## src/hw/rtl/erpi_pkg.sv

```systemverilog
// Shared types and constants for the echo range proximity indicator.
package erpi_pkg;

  localparam int CFG_IDX_W  = 2;
  localparam int CFG_DATA_W = 16;
  localparam int THR_W      = 9;
  localparam int TIMEOUT_W  = 16;
  localparam int CM_W       = 10;
  localparam int DIGIT_W    = 4;
  localparam int DUTY_W     = 8;

  localparam logic [CFG_IDX_W-1:0] CFG_NEAR    = 2'd0;
  localparam logic [CFG_IDX_W-1:0] CFG_FAR     = 2'd1;
  localparam logic [CFG_IDX_W-1:0] CFG_TIMEOUT = 2'd2;

  localparam logic [THR_W-1:0]     NEAR_RESET    = 9'd10;
  localparam logic [THR_W-1:0]     FAR_RESET     = 9'd100;
  localparam logic [TIMEOUT_W-1:0] TIMEOUT_RESET = 16'd46400;

  // duty divider: 17-bit dividend, 9-bit divisor
  localparam int DVSR_W = 9;
  localparam int RAMP_W = DVSR_W + 8;
  localparam int DIV_W  = RAMP_W;

  // dvd/58 and tenths/10 by reciprocal multiply, exact over the clamped tenths range
  localparam int TDVD_W       = 19;
  localparam int TENTHS_W     = 13;
  localparam int TENTHS_SHIFT = 24;
  localparam int CM_SHIFT     = 16;
  localparam logic [TDVD_W-1:0]   TENTHS_RECIP = 19'd289263;
  localparam logic [TENTHS_W-1:0] CM_RECIP     = 13'd6554;

  localparam int unsigned TENTHS_DIVISOR = 58;
  localparam int unsigned CM_DIVISOR     = 10;
  localparam int unsigned MAX_TENTHS     = 5659;
  localparam int unsigned SPACING_CM     = 5;

  localparam logic [DUTY_W-1:0]  DUTY_MAX  = 8'd255;
  localparam logic [DIGIT_W-1:0] DIGIT_MAX = 4'd9;

  typedef enum logic [2:0] {
    ST_IDLE,
    ST_TENTHS,
    ST_SPLIT_CM,
    ST_DUTY_PREP,
    ST_DIV_DUTY,
    ST_EMIT
  } erpi_state_t;

  typedef enum logic [1:0] {
    STEP_NONE,
    STEP_RANGE,
    STEP_OVER
  } step_kind_t;

  typedef struct packed {
    logic step;
    logic cap_tenths;
    logic cap_cm;
    logic div_start;
    logic cap_duty;
    logic duty_from_div;
    logic load_out;
  } erpi_cmd_t;

  typedef struct packed {
    step_kind_t kind;
    logic       div_busy;
    logic       div_done;
    logic       needs_div;
    logic       out_free;
  } erpi_status_t;

endpackage

```

## src/hw/rtl/erpi_in_if.sv

```systemverilog
// Input channel: one echo sample beat per timer tick.
interface erpi_in_if;
  logic valid;
  logic ready;
  logic echo;

  modport source (output valid, output echo, input ready);
  modport sink   (input valid, input echo, output ready);
endinterface

```

## src/hw/rtl/erpi_out_if.sv

```systemverilog
// Result channel: distance, over-range flag, indicator duty and alarm.
interface erpi_out_if;
  logic                          valid;
  logic                          ready;
  logic [erpi_pkg::CM_W-1:0]     distance_cm;
  logic [erpi_pkg::DIGIT_W-1:0]  tenths_digit;
  logic                          over_range;
  logic [erpi_pkg::DUTY_W-1:0]   duty;
  logic                          alarm;

  modport source (output valid, output distance_cm, output tenths_digit, output over_range,
                  output duty, output alarm, input ready);
  modport sink   (input valid, input distance_cm, input tenths_digit, input over_range,
                  input duty, input alarm, output ready);
endinterface

```

## src/hw/rtl/erpi_div.sv

```systemverilog
// Restoring radix-2 divider, one quotient bit per cycle.
module erpi_div (
  input  logic                         clk,
  input  logic                         rst_n,
  input  logic                         start,
  input  logic [erpi_pkg::DIV_W-1:0]   dividend,
  input  logic [erpi_pkg::DVSR_W-1:0]  divisor,
  output logic                         busy,
  output logic                         done,
  output logic [erpi_pkg::DIV_W-1:0]   quot
);
  import erpi_pkg::*;

  localparam int CNT_W = $clog2(DIV_W + 1);

  logic [DIV_W-1:0]  dvd_r;
  logic [DVSR_W-1:0] rem_r;
  logic [DVSR_W-1:0] dsr_r;
  logic [CNT_W-1:0]  cnt_r;
  logic              busy_r;
  logic              done_r;

  logic [DVSR_W:0]   sh;
  logic [DVSR_W:0]   sub;
  logic              ge;
  logic [DVSR_W-1:0] rem_nxt;

  always_comb begin
    sh      = {rem_r, dvd_r[DIV_W-1]};
    sub     = sh - {1'b0, dsr_r};
    ge      = sh >= {1'b0, dsr_r};
    rem_nxt = ge ? sub[DVSR_W-1:0] : sh[DVSR_W-1:0];
  end

  always_ff @(posedge clk) begin
    if (!rst_n) begin
      busy_r <= 1'b0;
      done_r <= 1'b0;
      cnt_r  <= '0;
    end else begin
      done_r <= busy_r && (cnt_r == CNT_W'(1));
      if (start) begin
        busy_r <= 1'b1;
        cnt_r  <= CNT_W'(DIV_W);
      end else if (busy_r) begin
        cnt_r <= cnt_r - 1'b1;
        if (cnt_r == CNT_W'(1)) begin
          busy_r <= 1'b0;
        end
      end
    end
  end

  always_ff @(posedge clk) begin
    if (start) begin
      dvd_r <= dividend;
      rem_r <= '0;
      dsr_r <= divisor;
    end else if (busy_r) begin
      dvd_r <= {dvd_r[DIV_W-2:0], ge};
      rem_r <= rem_nxt;
    end
  end

  assign busy = busy_r;
  assign done = done_r;
  assign quot = dvd_r;

endmodule

```

## src/hw/rtl/erpi_dp.sv

```systemverilog
// Datapath: config registers, echo timer, distance/duty arithmetic, output register.
module erpi_dp #(
  parameter int COUNT_WIDTH = 16
) (
  input  logic                             clk,
  input  logic                             rst_n,
  input  logic                             cfg_we,
  input  logic [erpi_pkg::CFG_IDX_W-1:0]   cfg_index,
  input  logic [erpi_pkg::CFG_DATA_W-1:0]  cfg_wdata,
  input  logic                             in_echo,
  input  erpi_pkg::erpi_cmd_t              cmd,
  output erpi_pkg::erpi_status_t           status,
  input  logic                             out_ready,
  output logic                             out_valid,
  output logic [erpi_pkg::CM_W-1:0]        out_distance_cm,
  output logic [erpi_pkg::DIGIT_W-1:0]     out_tenths_digit,
  output logic                             out_over_range,
  output logic [erpi_pkg::DUTY_W-1:0]      out_duty,
  output logic                             out_alarm
);
  import erpi_pkg::*;

  localparam int TW      = (COUNT_WIDTH > TIMEOUT_W) ? COUNT_WIDTH : TIMEOUT_W;
  localparam int PROD_W  = COUNT_WIDTH + 3;
  localparam int CMP_W   = (PROD_W > TDVD_W + 1) ? PROD_W : TDVD_W + 1;
  localparam int TPROD_W = 2 * TDVD_W;
  localparam int CPROD_W = 2 * TENTHS_W;

  // configuration
  logic [THR_W-1:0]     near_r;
  logic [THR_W-1:0]     far_r;
  logic [TIMEOUT_W-1:0] timeout_r;

  always_ff @(posedge clk) begin
    if (!rst_n) begin
      near_r    <= NEAR_RESET;
      far_r     <= FAR_RESET;
      timeout_r <= TIMEOUT_RESET;
    end else if (cfg_we) begin
      unique case (cfg_index)
        CFG_NEAR:    near_r    <= cfg_wdata[THR_W-1:0];
        CFG_FAR:     far_r     <= cfg_wdata[THR_W-1:0];
        CFG_TIMEOUT: timeout_r <= cfg_wdata[TIMEOUT_W-1:0];
        default: ;
      endcase
    end
  end

  // echo timer
  logic                   echo_prev_r;
  logic [COUNT_WIDTH-1:0] count_r, count_nxt;
  logic                   counting_r, counting_nxt;
  logic                   timed_out_r, timed_out_nxt;
  logic [COUNT_WIDTH-1:0] cnt_inc;
  logic                   rise, fall, hit;
  step_kind_t             kind;

  always_comb begin
    rise          = in_echo & ~echo_prev_r;
    fall          = ~in_echo & echo_prev_r;
    cnt_inc       = (&count_r) ? count_r : count_r + 1'b1;
    hit           = TW'(cnt_inc) >= TW'(timeout_r);
    kind          = STEP_NONE;
    count_nxt     = count_r;
    counting_nxt  = counting_r;
    timed_out_nxt = timed_out_r;
    priority if (rise) begin
      count_nxt     = '0;
      counting_nxt  = 1'b1;
      timed_out_nxt = 1'b0;
    end else if (fall) begin
      if (counting_r && !timed_out_r) begin
        kind = STEP_RANGE;
      end
      counting_nxt  = 1'b0;
      timed_out_nxt = 1'b0;
    end else if (counting_r) begin
      count_nxt = cnt_inc;
      if (hit) begin
        counting_nxt  = 1'b0;
        timed_out_nxt = 1'b1;
        kind          = STEP_OVER;
      end
    end else begin
    end
  end

  always_ff @(posedge clk) begin
    if (!rst_n) begin
      echo_prev_r <= 1'b0;
      count_r     <= '0;
      counting_r  <= 1'b0;
      timed_out_r <= 1'b0;
    end else if (cmd.step) begin
      echo_prev_r <= in_echo;
      count_r     <= count_nxt;
      counting_r  <= counting_nxt;
      timed_out_r <= timed_out_nxt;
    end
  end

  // tenths dividend: count*5, clamped so the quotient stops at the top tenths value
  logic [PROD_W-1:0] prod;
  logic [CMP_W-1:0]  prod_ext;
  logic              tenths_sat;
  logic [TDVD_W-1:0] tenths_dvd;

  always_comb begin
    prod       = {count_r, 2'b00} + PROD_W'(count_r);
    prod_ext   = CMP_W'(prod);
    tenths_sat = prod_ext >= CMP_W'((MAX_TENTHS + 1) * TENTHS_DIVISOR);
    tenths_dvd = tenths_sat ? TDVD_W'(MAX_TENTHS * TENTHS_DIVISOR) : prod_ext[TDVD_W-1:0];
  end

  // tenths, whole cm and tenths digit by reciprocal multiplication
  logic [TPROD_W-1:0]  tenths_prod;
  logic [TENTHS_W-1:0] tenths_r;
  logic [CPROD_W-1:0]  cm_prod;
  logic [CM_W-1:0]     cm_q;
  logic [TENTHS_W-1:0] cm_x10;
  logic [TENTHS_W-1:0] digit_full;

  always_comb begin
    tenths_prod = tenths_dvd * TENTHS_RECIP;
    cm_prod     = tenths_r * CM_RECIP;
    cm_q        = cm_prod[CM_SHIFT +: CM_W];
    cm_x10      = {cm_q, 3'b000} + {2'b00, cm_q, 1'b0};
    digit_full  = tenths_r - cm_x10;
  end

  always_ff @(posedge clk) begin
    if (cmd.cap_tenths) begin
      tenths_r <= tenths_prod[TENTHS_SHIFT +: TENTHS_W];
    end
  end

  // result staging
  logic [CM_W-1:0]    res_cm_r;
  logic [DIGIT_W-1:0] res_digit_r;
  logic               res_over_r;
  logic [DUTY_W-1:0]  res_duty_r;
  logic               res_alarm_r;
  logic [DUTY_W-1:0]  duty_held_r;

  // duty classification with the near/far spacing rule
  logic signed [10:0] far_s, near_s, fm5_s, nr_s, cm_s, diff_s, span_s;
  logic               above, in_ramp_lo, ramp, alarm_c;
  logic [DUTY_W-1:0]  duty_direct;
  logic [DVSR_W-1:0]  diff9, span9;
  logic [RAMP_W-1:0]  ramp_num;

  always_comb begin
    far_s  = signed'({2'b00, far_r});
    near_s = signed'({2'b00, near_r});
    cm_s   = signed'({1'b0, res_cm_r});
    fm5_s  = far_s - 11'(SPACING_CM);
    nr_s   = near_s;
    if (fm5_s <= near_s) begin
      nr_s = (fm5_s < 11'sd1) ? 11'sd1 : fm5_s;
    end
    above       = cm_s > far_s;
    in_ramp_lo  = cm_s >= nr_s;
    ramp        = !above && in_ramp_lo && (far_s > nr_s);
    alarm_c     = !above && !in_ramp_lo;
    duty_direct = alarm_c ? '0 : DUTY_MAX;
    diff_s      = cm_s - nr_s;
    span_s      = far_s - nr_s;
    diff9       = diff_s[DVSR_W-1:0];
    span9       = span_s[DVSR_W-1:0];
    // 255*x as 256*x - x
    ramp_num    = {diff9, 8'h00} - RAMP_W'(diff9);
  end

  // duty ramp divider
  logic              div_busy, div_done;
  logic [DIV_W-1:0]  div_quot;

  erpi_div u_div (
    .clk      (clk),
    .rst_n    (rst_n),
    .start    (cmd.div_start),
    .dividend (ramp_num),
    .divisor  (span9),
    .busy     (div_busy),
    .done     (div_done),
    .quot     (div_quot)
  );

  always_ff @(posedge clk) begin
    if (!rst_n) begin
      duty_held_r <= '0;
    end else if (cmd.cap_duty) begin
      duty_held_r <= cmd.duty_from_div ? div_quot[DUTY_W-1:0] : duty_direct;
    end
  end

  always_ff @(posedge clk) begin
    if (cmd.step && kind == STEP_OVER) begin
      res_cm_r    <= '0;
      res_digit_r <= '0;
      res_over_r  <= 1'b1;
      res_duty_r  <= duty_held_r;
      res_alarm_r <= 1'b0;
    end else if (cmd.step && kind == STEP_RANGE) begin
      res_over_r <= 1'b0;
    end
    if (cmd.cap_cm) begin
      res_cm_r    <= cm_q;
      res_digit_r <= digit_full[DIGIT_W-1:0];
    end
    if (cmd.cap_duty) begin
      res_duty_r  <= cmd.duty_from_div ? div_quot[DUTY_W-1:0] : duty_direct;
      res_alarm_r <= alarm_c;
    end
  end

  // output register
  logic               out_valid_r, out_valid_nxt;
  logic [CM_W-1:0]    out_cm_r;
  logic [DIGIT_W-1:0] out_digit_r;
  logic               out_over_r;
  logic [DUTY_W-1:0]  out_duty_r;
  logic               out_alarm_r;

  always_comb begin
    out_valid_nxt = out_valid_r && !out_ready;
    if (cmd.load_out) begin
      out_valid_nxt = 1'b1;
    end
  end

  always_ff @(posedge clk) begin
    if (!rst_n) begin
      out_valid_r <= 1'b0;
    end else begin
      out_valid_r <= out_valid_nxt;
    end
  end

  always_ff @(posedge clk) begin
    if (cmd.load_out) begin
      out_cm_r    <= res_cm_r;
      out_digit_r <= res_digit_r;
      out_over_r  <= res_over_r;
      out_duty_r  <= res_duty_r;
      out_alarm_r <= res_alarm_r;
    end
  end

  assign out_valid        = out_valid_r;
  assign out_distance_cm  = out_cm_r;
  assign out_tenths_digit = out_digit_r;
  assign out_over_range   = out_over_r;
  assign out_duty         = out_duty_r;
  assign out_alarm        = out_alarm_r;

  always_comb begin
    status.kind      = kind;
    status.div_busy  = div_busy;
    status.div_done  = div_done;
    status.needs_div = ramp;
    status.out_free  = !out_valid_r || out_ready;
  end

  a_count_flags: assert property (@(posedge clk) disable iff (!rst_n)
    !(counting_r && timed_out_r))
    else $error("timer counting after timeout");

  a_div_idle_start: assert property (@(posedge clk) disable iff (!rst_n)
    cmd.div_start |-> !div_busy)
    else $error("divider started while busy");

  a_duty_fits: assert property (@(posedge clk) disable iff (!rst_n)
    (cmd.cap_duty && cmd.duty_from_div) |-> (div_quot <= DIV_W'(DUTY_MAX)))
    else $error("ramp quotient exceeds duty range");

  a_digit_range: assert property (@(posedge clk) disable iff (!rst_n)
    cmd.cap_cm |=> (res_digit_r <= DIGIT_MAX))
    else $error("tenths digit out of range");

  a_no_overwrite: assert property (@(posedge clk) disable iff (!rst_n)
    cmd.load_out |-> (!out_valid_r || out_ready))
    else $error("output register overwritten before taken");

endmodule

```

## src/hw/rtl/erpi_ctrl.sv

```systemverilog
// Controller: sequences the tick step, the range arithmetic, the duty division and the result beat.
module erpi_ctrl (
  input  logic                    clk,
  input  logic                    rst_n,
  input  logic                    in_valid,
  output logic                    in_ready,
  input  erpi_pkg::erpi_status_t  status,
  output erpi_pkg::erpi_cmd_t     cmd
);
  import erpi_pkg::*;

  erpi_state_t state_r, state_nxt;

  always_ff @(posedge clk) begin
    if (!rst_n) begin
      state_r <= ST_IDLE;
    end else begin
      state_r <= state_nxt;
    end
  end

  always_comb begin
    state_nxt = state_r;
    in_ready  = 1'b0;
    cmd       = '0;
    unique case (state_r)
      ST_IDLE: begin
        in_ready = 1'b1;
        if (in_valid) begin
          cmd.step = 1'b1;
          unique case (status.kind)
            STEP_RANGE: state_nxt = ST_TENTHS;
            STEP_OVER:  state_nxt = ST_EMIT;
            default: ;
          endcase
        end
      end
      ST_TENTHS: begin
        cmd.cap_tenths = 1'b1;
        state_nxt      = ST_SPLIT_CM;
      end
      ST_SPLIT_CM: begin
        cmd.cap_cm = 1'b1;
        state_nxt  = ST_DUTY_PREP;
      end
      ST_DUTY_PREP: begin
        if (status.needs_div) begin
          cmd.div_start = 1'b1;
          state_nxt     = ST_DIV_DUTY;
        end else begin
          cmd.cap_duty = 1'b1;
          state_nxt    = ST_EMIT;
        end
      end
      ST_DIV_DUTY: begin
        if (status.div_done) begin
          cmd.cap_duty      = 1'b1;
          cmd.duty_from_div = 1'b1;
          state_nxt         = ST_EMIT;
        end
      end
      ST_EMIT: begin
        if (status.out_free) begin
          cmd.load_out = 1'b1;
          state_nxt    = ST_IDLE;
        end
      end
      default: state_nxt = ST_IDLE;
    endcase
  end

endmodule

```

## src/hw/rtl/echo_range_proximity_indicator_unit.sv

```systemverilog
// Top level: echo range timer with proximity duty and alarm.
// A tick beat with no result leaves the controller idle; the next beat is taken in the
// following cycle. An over-range result is staged, then loaded into the output register
// once it is free. A range result passes the tenths, cm split and duty prep states (and the
// 17-step radix-2 division when the duty ramp needs it) before it is loaded; no new beat is
// taken until the result is loaded. Synchronous active-low reset clears the timer, the held
// duty and the output valid flag, and loads the default thresholds and timeout.
module echo_range_proximity_indicator_unit #(
  parameter int COUNT_WIDTH = 16
) (
  input  logic                             clk,
  input  logic                             rst_n,
  input  logic                             cfg_we,
  input  logic [erpi_pkg::CFG_IDX_W-1:0]   cfg_index,
  input  logic [erpi_pkg::CFG_DATA_W-1:0]  cfg_wdata,
  erpi_in_if.sink                          in_if,
  erpi_out_if.source                       out_if
);
  import erpi_pkg::*;

  erpi_cmd_t    cmd;
  erpi_status_t status;

  erpi_ctrl u_ctrl (
    .clk      (clk),
    .rst_n    (rst_n),
    .in_valid (in_if.valid),
    .in_ready (in_if.ready),
    .status   (status),
    .cmd      (cmd)
  );

  erpi_dp #(
    .COUNT_WIDTH (COUNT_WIDTH)
  ) u_dp (
    .clk              (clk),
    .rst_n            (rst_n),
    .cfg_we           (cfg_we),
    .cfg_index        (cfg_index),
    .cfg_wdata        (cfg_wdata),
    .in_echo          (in_if.echo),
    .cmd              (cmd),
    .status           (status),
    .out_ready        (out_if.ready),
    .out_valid        (out_if.valid),
    .out_distance_cm  (out_if.distance_cm),
    .out_tenths_digit (out_if.tenths_digit),
    .out_over_range   (out_if.over_range),
    .out_duty         (out_if.duty),
    .out_alarm        (out_if.alarm)
  );

endmodule
```

## src/flat_wrapper.sv

```systemverilog
// flat-port wrapper written by rule: the top's interface ports become plain ports
module echo_range_proximity_indicator_unit_flat import erpi_pkg::*;
#(
  parameter int COUNT_WIDTH = 16
)
  (clk, rst_n, cfg_we, cfg_index, cfg_wdata, in_if_valid, in_if_echo, in_if_ready, out_if_valid, out_if_distance_cm, out_if_tenths_digit, out_if_over_range, out_if_duty, out_if_alarm, out_if_ready);
  erpi_in_if in_if_i ();
  erpi_out_if out_if_i ();
  input  logic clk;
  input  logic rst_n;
  input  logic cfg_we;
  input  logic [erpi_pkg::CFG_IDX_W-1:0] cfg_index;
  input  logic [erpi_pkg::CFG_DATA_W-1:0] cfg_wdata;
  input wire logic [$bits(in_if_i.valid)-1:0] in_if_valid;
  input wire logic [$bits(in_if_i.echo)-1:0] in_if_echo;
  output wire logic [$bits(in_if_i.ready)-1:0] in_if_ready;
  output wire logic [$bits(out_if_i.valid)-1:0] out_if_valid;
  output wire logic [$bits(out_if_i.distance_cm)-1:0] out_if_distance_cm;
  output wire logic [$bits(out_if_i.tenths_digit)-1:0] out_if_tenths_digit;
  output wire logic [$bits(out_if_i.over_range)-1:0] out_if_over_range;
  output wire logic [$bits(out_if_i.duty)-1:0] out_if_duty;
  output wire logic [$bits(out_if_i.alarm)-1:0] out_if_alarm;
  input wire logic [$bits(out_if_i.ready)-1:0] out_if_ready;
  assign in_if_i.valid = in_if_valid;
  assign in_if_i.echo = in_if_echo;
  assign in_if_ready = in_if_i.ready;
  assign out_if_valid = out_if_i.valid;
  assign out_if_distance_cm = out_if_i.distance_cm;
  assign out_if_tenths_digit = out_if_i.tenths_digit;
  assign out_if_over_range = out_if_i.over_range;
  assign out_if_duty = out_if_i.duty;
  assign out_if_alarm = out_if_i.alarm;
  assign out_if_i.ready = out_if_ready;
  echo_range_proximity_indicator_unit #(.COUNT_WIDTH(COUNT_WIDTH)) u_core (.clk(clk), .rst_n(rst_n), .cfg_we(cfg_we), .cfg_index(cfg_index), .cfg_wdata(cfg_wdata), .in_if(in_if_i), .out_if(out_if_i));
endmodule
```

## config.mk

```make
export PLATFORM = sky130hd
export DESIGN_NAME = echo_range_proximity_indicator_unit_flat
export DESIGN_NICKNAME = d
export VERILOG_FILES = /design/src/hw/rtl/erpi_pkg.sv /design/src/hw/rtl/erpi_in_if.sv /design/src/hw/rtl/erpi_out_if.sv /design/src/hw/rtl/erpi_div.sv /design/src/hw/rtl/erpi_dp.sv /design/src/hw/rtl/erpi_ctrl.sv /design/src/hw/rtl/echo_range_proximity_indicator_unit.sv /design/src/flat_wrapper.sv
export SDC_FILE = /design/constraint.sdc
export NUM_CORES = 1
export LEC_CHECK = 0
export ABC_CLOCK_PERIOD_IN_PS = 12600
export BUFFER_PORTS_ARGS = -buffer_cell sky130_fd_sc_hd__buf_2
export CAP_MARGIN = 20
export CORE_MARGIN = 2
export CORE_UTILIZATION = 50
export CTS_CLUSTER_SIZE = 24
export DETAILED_ROUTE_END_ITERATION = 10
export PLACE_DENSITY = 0.66
export REMOVE_ABC_BUFFERS = 1
export SYNTH_ARGS = -nofsm -noshare
export SYNTH_HDL_FRONTEND = slang
export SYNTH_SLANG_ARGS = --single-unit
```

## constraint.sdc

```tcl
create_clock -name clk -period 12.6 [get_ports clk]
set_input_delay 1.89 -clock clk [delete_from_list [all_inputs] [get_ports clk]]
set_output_delay 1.89 -clock clk [all_outputs]
set_load 0.05 [all_outputs]
```

Word level (Yosys, flattened, before mapping)
Index checks and enable logic that the tools add are counted.

word-level totals
  flip-flop bits (word level) = 168
  input bits = 24
  output and inout bits = 26
  logic and storage cells = 156

operators by class
  add/subtract/negate cells = 10
  multipliers = 2
  order comparisons = 8
  equal/unequal tests = 15
  multiplexer cells = 58
  bitwise operators = 5
  reduce and logical (&&, ||, !) cells = 30

operators by type and width
  kind                                                        number
  2-to-1 mux 16 bit                                           4
  multiplier 19 x 19 -> 37 bit (second input constant)        1
  2-to-1 mux 17 bit                                           2
  2-to-1 mux 8 bit                                            4
  2-to-1 mux 1 bit                                            27
  subtractor 9 bit                                            3
  multiplier 13 x 12 -> 25 bit (second input constant)        1
  2-to-1 mux 11 bit                                           2
  2-to-1 mux 10 bit                                           2
  adder 18 x 16 -> 19 bit                                     1
  greater-or-equal comparator 19 bit (second input constant)  1
  2-to-1 mux 19 bit                                           1
  case mux 3 bit (6 select lines)                             1
  subtractor 17 x 9 -> 17 bit                                 1
  adder 16 x 1 -> 16 bit (second input constant)              1
  greater-or-equal comparator 16 bit                          1
  AND reduction 16 bit                                        1
  greater-or-equal comparator 11 bit                          1
  greater-than comparator 10 x 11 -> 1 bit                    1
  greater-or-equal comparator 10 x 9 -> 1 bit                 1
  greater-than comparator 10 x 9 -> 1 bit                     1
  <= comparator 10 bit                                        1
  < comparator 10 x 2 -> 1 bit (second input constant)        1
  2-to-1 mux 2 bit                                            5
  other kinds (32)                                            63

Longest topological paths before layout
  depth in word-level cells = 11
  mapped depth = 33
  mapped depth without buffers = 33

By module
From an unflattened synthesis, not the netlist that was laid out.

unflattened totals
  cell total of the unflattened synthesis = 2,069
  area, all modules = 19,814.0 um^2

modules (own cells, without submodules)
  module     times used  cells an instance  area each (um^2)  sequential area each (um^2)
  erpi_dp    1           1,845              17,335.4          3,062.9
  erpi_div   1           188                2,197.1           1,101.1
  erpi_ctrl  1           36                 281.5             60.1

Worst setup path before layout
No wires, ideal clock.

  path kind = flip-flop to flip-flop
  from = reg u_core.u_dp.count_r[0]
  to = reg u_core.u_dp.tenths_r[7], data pin
  setup time = 0.262 ns
  data arrival time = 7.833 ns
  data required time = 12.338 ns
  setup slack = 4.505 ns
  cell stages (with the launch flop) = 32
  buffers on the path = 0
  clock period less this slack = 8.095 ns
  cells stage by stage = dfxtp_1 ha_1 inv_1 fa_1 nor2b_1 o31a_1 o31ai_1 a21o_1 nor3b_2 nand2_1 nand2_1 clkinv_1 xnor2_1 ha_1 fa_1 inv_1 fa_1 inv_1 fa_1 fa_1 inv_1 fa_1 inv_1 ha_1 and4_1 a311oi_1 a211oi_1 o21ai_0 o21ai_0 o41ai_1 o21bai_1 xor2_1

on the way
  word-level cells in the longest chain between the ends = 4

RTL lines
  item                                RTL line        text
  from (decl)                         erpi_dp.sv:51   logic [COUNT_WIDTH-1:0] count_r, count_nxt;
  from (signal assigned)              erpi_dp.sv:96   count_r <= count_nxt;
  adder 18 x 16 -> 19 bit *           erpi_dp.sv:109  prod = {count_r, 2'b00} + PROD_W'(count_r);
  greater-or-equal comparator 19 bit  erpi_dp.sv:111  tenths_sat = prod_ext >= CMP_W'((MAX_TENTHS + 1) * TENTHS_DIVISOR);
  2-to-1 mux 19 bit *                 erpi_dp.sv:112  tenths_dvd = tenths_sat ? TDVD_W'(MAX_TENTHS * TENTHS_DIVISOR) : prod_ext[TDVD_W-1:0];
  multiplier 19 x 19 -> 37 bit *      erpi_dp.sv:124  tenths_prod = tenths_dvd * TENTHS_RECIP;
  via u_core.u_dp.tenths_prod[31]     erpi_dp.sv:116  logic [TPROD_W-1:0] tenths_prod;
  to (signal assigned)                erpi_dp.sv:133  tenths_r <= tenths_prod[TENTHS_SHIFT +: TENTHS_W];
  to (decl)                           erpi_dp.sv:117  logic [TENTHS_W-1:0] tenths_r;

Mark *: on every way through the listed nets, which the timed path passes. The rest lies on a longest branch.
A chain may end at the register's enable or synchronous reset.

Worst setup path after layout
Same ends and word-level chain as after synthesis.

==> results.sh <==
export IMPL_outcome="finished clean"
export IMPL_clkTransAtPathRegs_ps=80
export IMPL_maxCapViolCount=0
export IMPL_timing_rr_start="u_core.u_dp.count_r[0]"
export IMPL_diodes=0
export IMPL_slowest_stage="nor3b_2"
export IMPL_drive_gt1_frac=0.06130
export IMPL_yosys_warnings=0
export IMPL_track_usage=0.2190
export IMPL_tns_ps=0
export IMPL_layout_nets=2618
export IMPL_layout_common_cells="393 x inv_1, 333 x ha_1, 186 x fa_1"
export IMPL_async_flop_share=0
export IMPL_syn_area_per_cell_um2=9.534
export IMPL_critPathMaxStageDelay_ps=590
export IMPL_min_from="u_core.u_dp.res_duty_r[6]"
export IMPL_cts_resized=0
export IMPL_cts_root_buf="clkbuf_16"
export IMPL_io_buffers=49
export IMPL_routed_via_density=5.270
export IMPL_coreArea_um2=38560
export IMPL_holdPathStages=0
export IMPL_post_drt_wl_per_cell_um=16.55
export IMPL_leakage_nw=10.75
export IMPL_cp_end_kind="flip-flop"
export IMPL_ys_ff_latch=168
export IMPL_rsz0062_at_grt="false"
export IMPL_yosysTopAreaCellShare=0.2142
export IMPL_hp_class="reg2reg"
export IMPL_yosysUniqueCellTypes=79
export IMPL_drtPass1Iterations=5
export IMPL_worst_clock_skew_ps=12.09
export IMPL_antenna_found_initial=0
export IMPL_cts_setup_buffers=0
export IMPL_cp_start_kind="flip-flop"
export IMPL_synth_area_top_cells="ha_1 21%, fa_1 19%, edfxtp_1 13%"
export IMPL_fin_crit_sh=0.7339
export IMPL_final_cell_area_um2=20830
export IMPL_holdBufCountCts=0
export IMPL_gp_congestion=0.9009
export IMPL_clock_sinks=168
export IMPL_vdd_ir_drop_max_mv=0.09029
export IMPL_cts_buffers=17
export IMPL_syn2layout_area_growth_pct=7.083
export IMPL_grt_pass1_vias=13990
export IMPL_relSlewSlack=0.3108
export IMPL_finalHoldViolations=0
export IMPL_syn_inst=2040
export IMPL_seq_area_frac_synth=0.2172
export IMPL_drv_slew=0
export IMPL_hold_path_endpoint="u_core.u_dp.out_duty[6]"
export IMPL_die_width_um=201.2
export IMPL_worst_pin_slew_ps=1028
export IMPL_worstPathMaxFanout=9
export IMPL_drtAntennaViolNets=0
export IMPL_setup_violations=0
export IMPL_rows=72
export IMPL_fmax_mhz=108.1
export IMPL_drt_iter0_markers=666
export IMPL_placed_area_um2=20230
export IMPL_boundaryPins=50
export IMPL_cts_tree="done"
export IMPL_path_common_cell="fa_1"
export IMPL_remaining_drc_errors=0
export IMPL_vias=13730
export IMPL_powerDensity_nw_per_um2=65.92
export IMPL_clockBufferDepth=2
export IMPL_die_area_um2=40490
export IMPL_netlist_area_um2=19450
export IMPL_p_seq_frac=0.425
export IMPL_cts_max_level=4
export IMPL_clkLatencyLatePin_ps=440
export IMPL_switching_share=0.3071
export IMPL_start_util=0.5044
export IMPL_overflow=0
export IMPL_r2r_slack_ps=3350
export IMPL_p_switching_w=0.0004217
export IMPL_final_common_cell="inv_1"
export IMPL_dp_hpwl_mm=36.22
export IMPL_post_route_min_period_ps=9247
export IMPL_grt_start_max_net_pins=72
export IMPL_synthFlopType="edfxtp_1"
export IMPL_dieHeight_um=201.2
export IMPL_wirelength_mm=43.12
export IMPL_synth_edff_count=86
export IMPL_power_frac_comb=0.188
export IMPL_grt_pass1_wl_mm=71.50
export IMPL_yosysTopAreaCell="ha_1"
export IMPL_rr_endpoint="u_core.u_dp.tenths_r[7]"
export IMPL_ff2ff_path_depth=31
export IMPL_p_clk_frac=0.387
export IMPL_cell_internal_pwr_w=0.0009513
export IMPL_worstSetupPathType="reg2reg"
export IMPL_n_fill_cell=3550
export IMPL_required_ps=12780
export IMPL_cp_arrival_ps=9430
## metal layers
layer	wire length, µm	track usage	vias up
met5	0	0	-
met4	605	0.04569	0
met3	971	0.02381	37
met2	21690	0.3910	182
met1	19850	0.2873	6680
li1	-	-	6835
## worst max-delay path by stage
stage                                      start                      end  slack [ps]  depth (start not counted)
after floorplan           u_core.u_dp.count_r[0]  u_core.u_dp.tenths_r[7]        4500                         31
final                     u_core.u_dp.count_r[0]  u_core.u_dp.tenths_r[7]        3350                         31
after detailed placement  u_core.u_dp.count_r[0]  u_core.u_dp.tenths_r[7]        3270                         31
after global placement    u_core.u_dp.count_r[0]  u_core.u_dp.tenths_r[7]        3460                         31
after CTS                 u_core.u_dp.count_r[0]  u_core.u_dp.tenths_r[7]        3210                         31
after global routing      u_core.u_dp.count_r[0]  u_core.u_dp.tenths_r[7]        2560                         31
## through the flow
step	worst slack, ps	std cells	hold WS (ps)	util	total power [W]
after floorplan	4505	1998	400.3	-	0.0007830
after global placement	3458	2573	402.3	0.5246	0.0008491
after detailed placement	3273	2573	405.2	0.5246	0.0008531
after CTS	3207	2605	416.2	0.5400	0.001381
after global routing	2557	2606	419.9	0.5402	0.001437
final	3353	2606	420.9	0.5402	0.001373
## flip-flops by register name (all words and copies together), names as in the netlist, 8 cells and up
| signal | cells |
|---|---|
| u_core.u_dp.count_r | 16 |
| u_core.u_dp.duty_held_r | 8 |
| u_core.u_dp.far_r | 9 |
| u_core.u_dp.near_r | 9 |
| u_core.u_dp.out_distance_cm | 10 |
| u_core.u_dp.out_duty | 8 |
| u_core.u_dp.res_cm_r | 10 |
| u_core.u_dp.res_duty_r | 8 |
| u_core.u_dp.tenths_r | 13 |
| u_core.u_dp.timeout_r | 16 |
| u_core.u_dp.u_div.dsr_r | 9 |
| u_core.u_dp.u_div.quot | 17 |
| u_core.u_dp.u_div.rem_r | 9 |
## cell families after synthesis
logic type / share of synthesized area
multiplexers: 0.01473
buffers and inverters: 0.08639
AND/OR/NAND/NOR: 0.1132
XOR/XNOR: 0.05404
AO/OA/AOI/OAI: 0.1088
adder cells (fa/ha/maj): 0.4057
flip-flops: 0.2172
## power by group through the flow
stage               clock network (W)  logic, W  registers (W)
finish                       0.000532  0.000258       0.000583
global route                 0.000563  0.000290       0.000584
CTS                          0.000538  0.000259       0.000583
detailed placement                  0  0.000257       0.000596
global placement                    0  0.000254       0.000595
floorplan                           0  0.000189       0.000594
## final cells by class
type | instances | area [µm²] | share of cell area
multi-input combinational | 1433 | 13560 | 0.6511
sequential | 168 | 4224 | 0.2028
inverter | 397 | 1490 | 0.07155
tap | 518 | 648.1 | 0.03112
clock buffer | 17 | 425.4 | 0.02043
timing repair buffer | 58 | 312.8 | 0.01502
clock inverter | 15 | 166.4 | 0.007990
## synthesized netlist by cell type (20+ instances only)
library cell / n
fa_1: 186
a21oi_1: 90
ha_1: 333
dfxtp_1: 82
nand3_1: 22
inv_1: 393
edfxtp_1: 86
clkbuf_1: 30
a21o_1: 30
nor2_1: 112
xnor2_1: 78
nand2b_1: 35
nand4_1: 20
nor2b_1: 44
o21ai_0: 64
xor2_1: 42
nand2_1: 117
## critical path: cells and delay by family (launching register included)
family | cells | cell delay (ps)
buffers and inverters | 6 | 640
xor gates and xnor gates | 2 | 450
DFF | 1 | 480
and+or+nand+nor | 5 | 1680
adders and majority gates | 9 | 3750
AOI/OAI and AO/OA | 9 | 2010
Power figures use the tool's default switching activity.
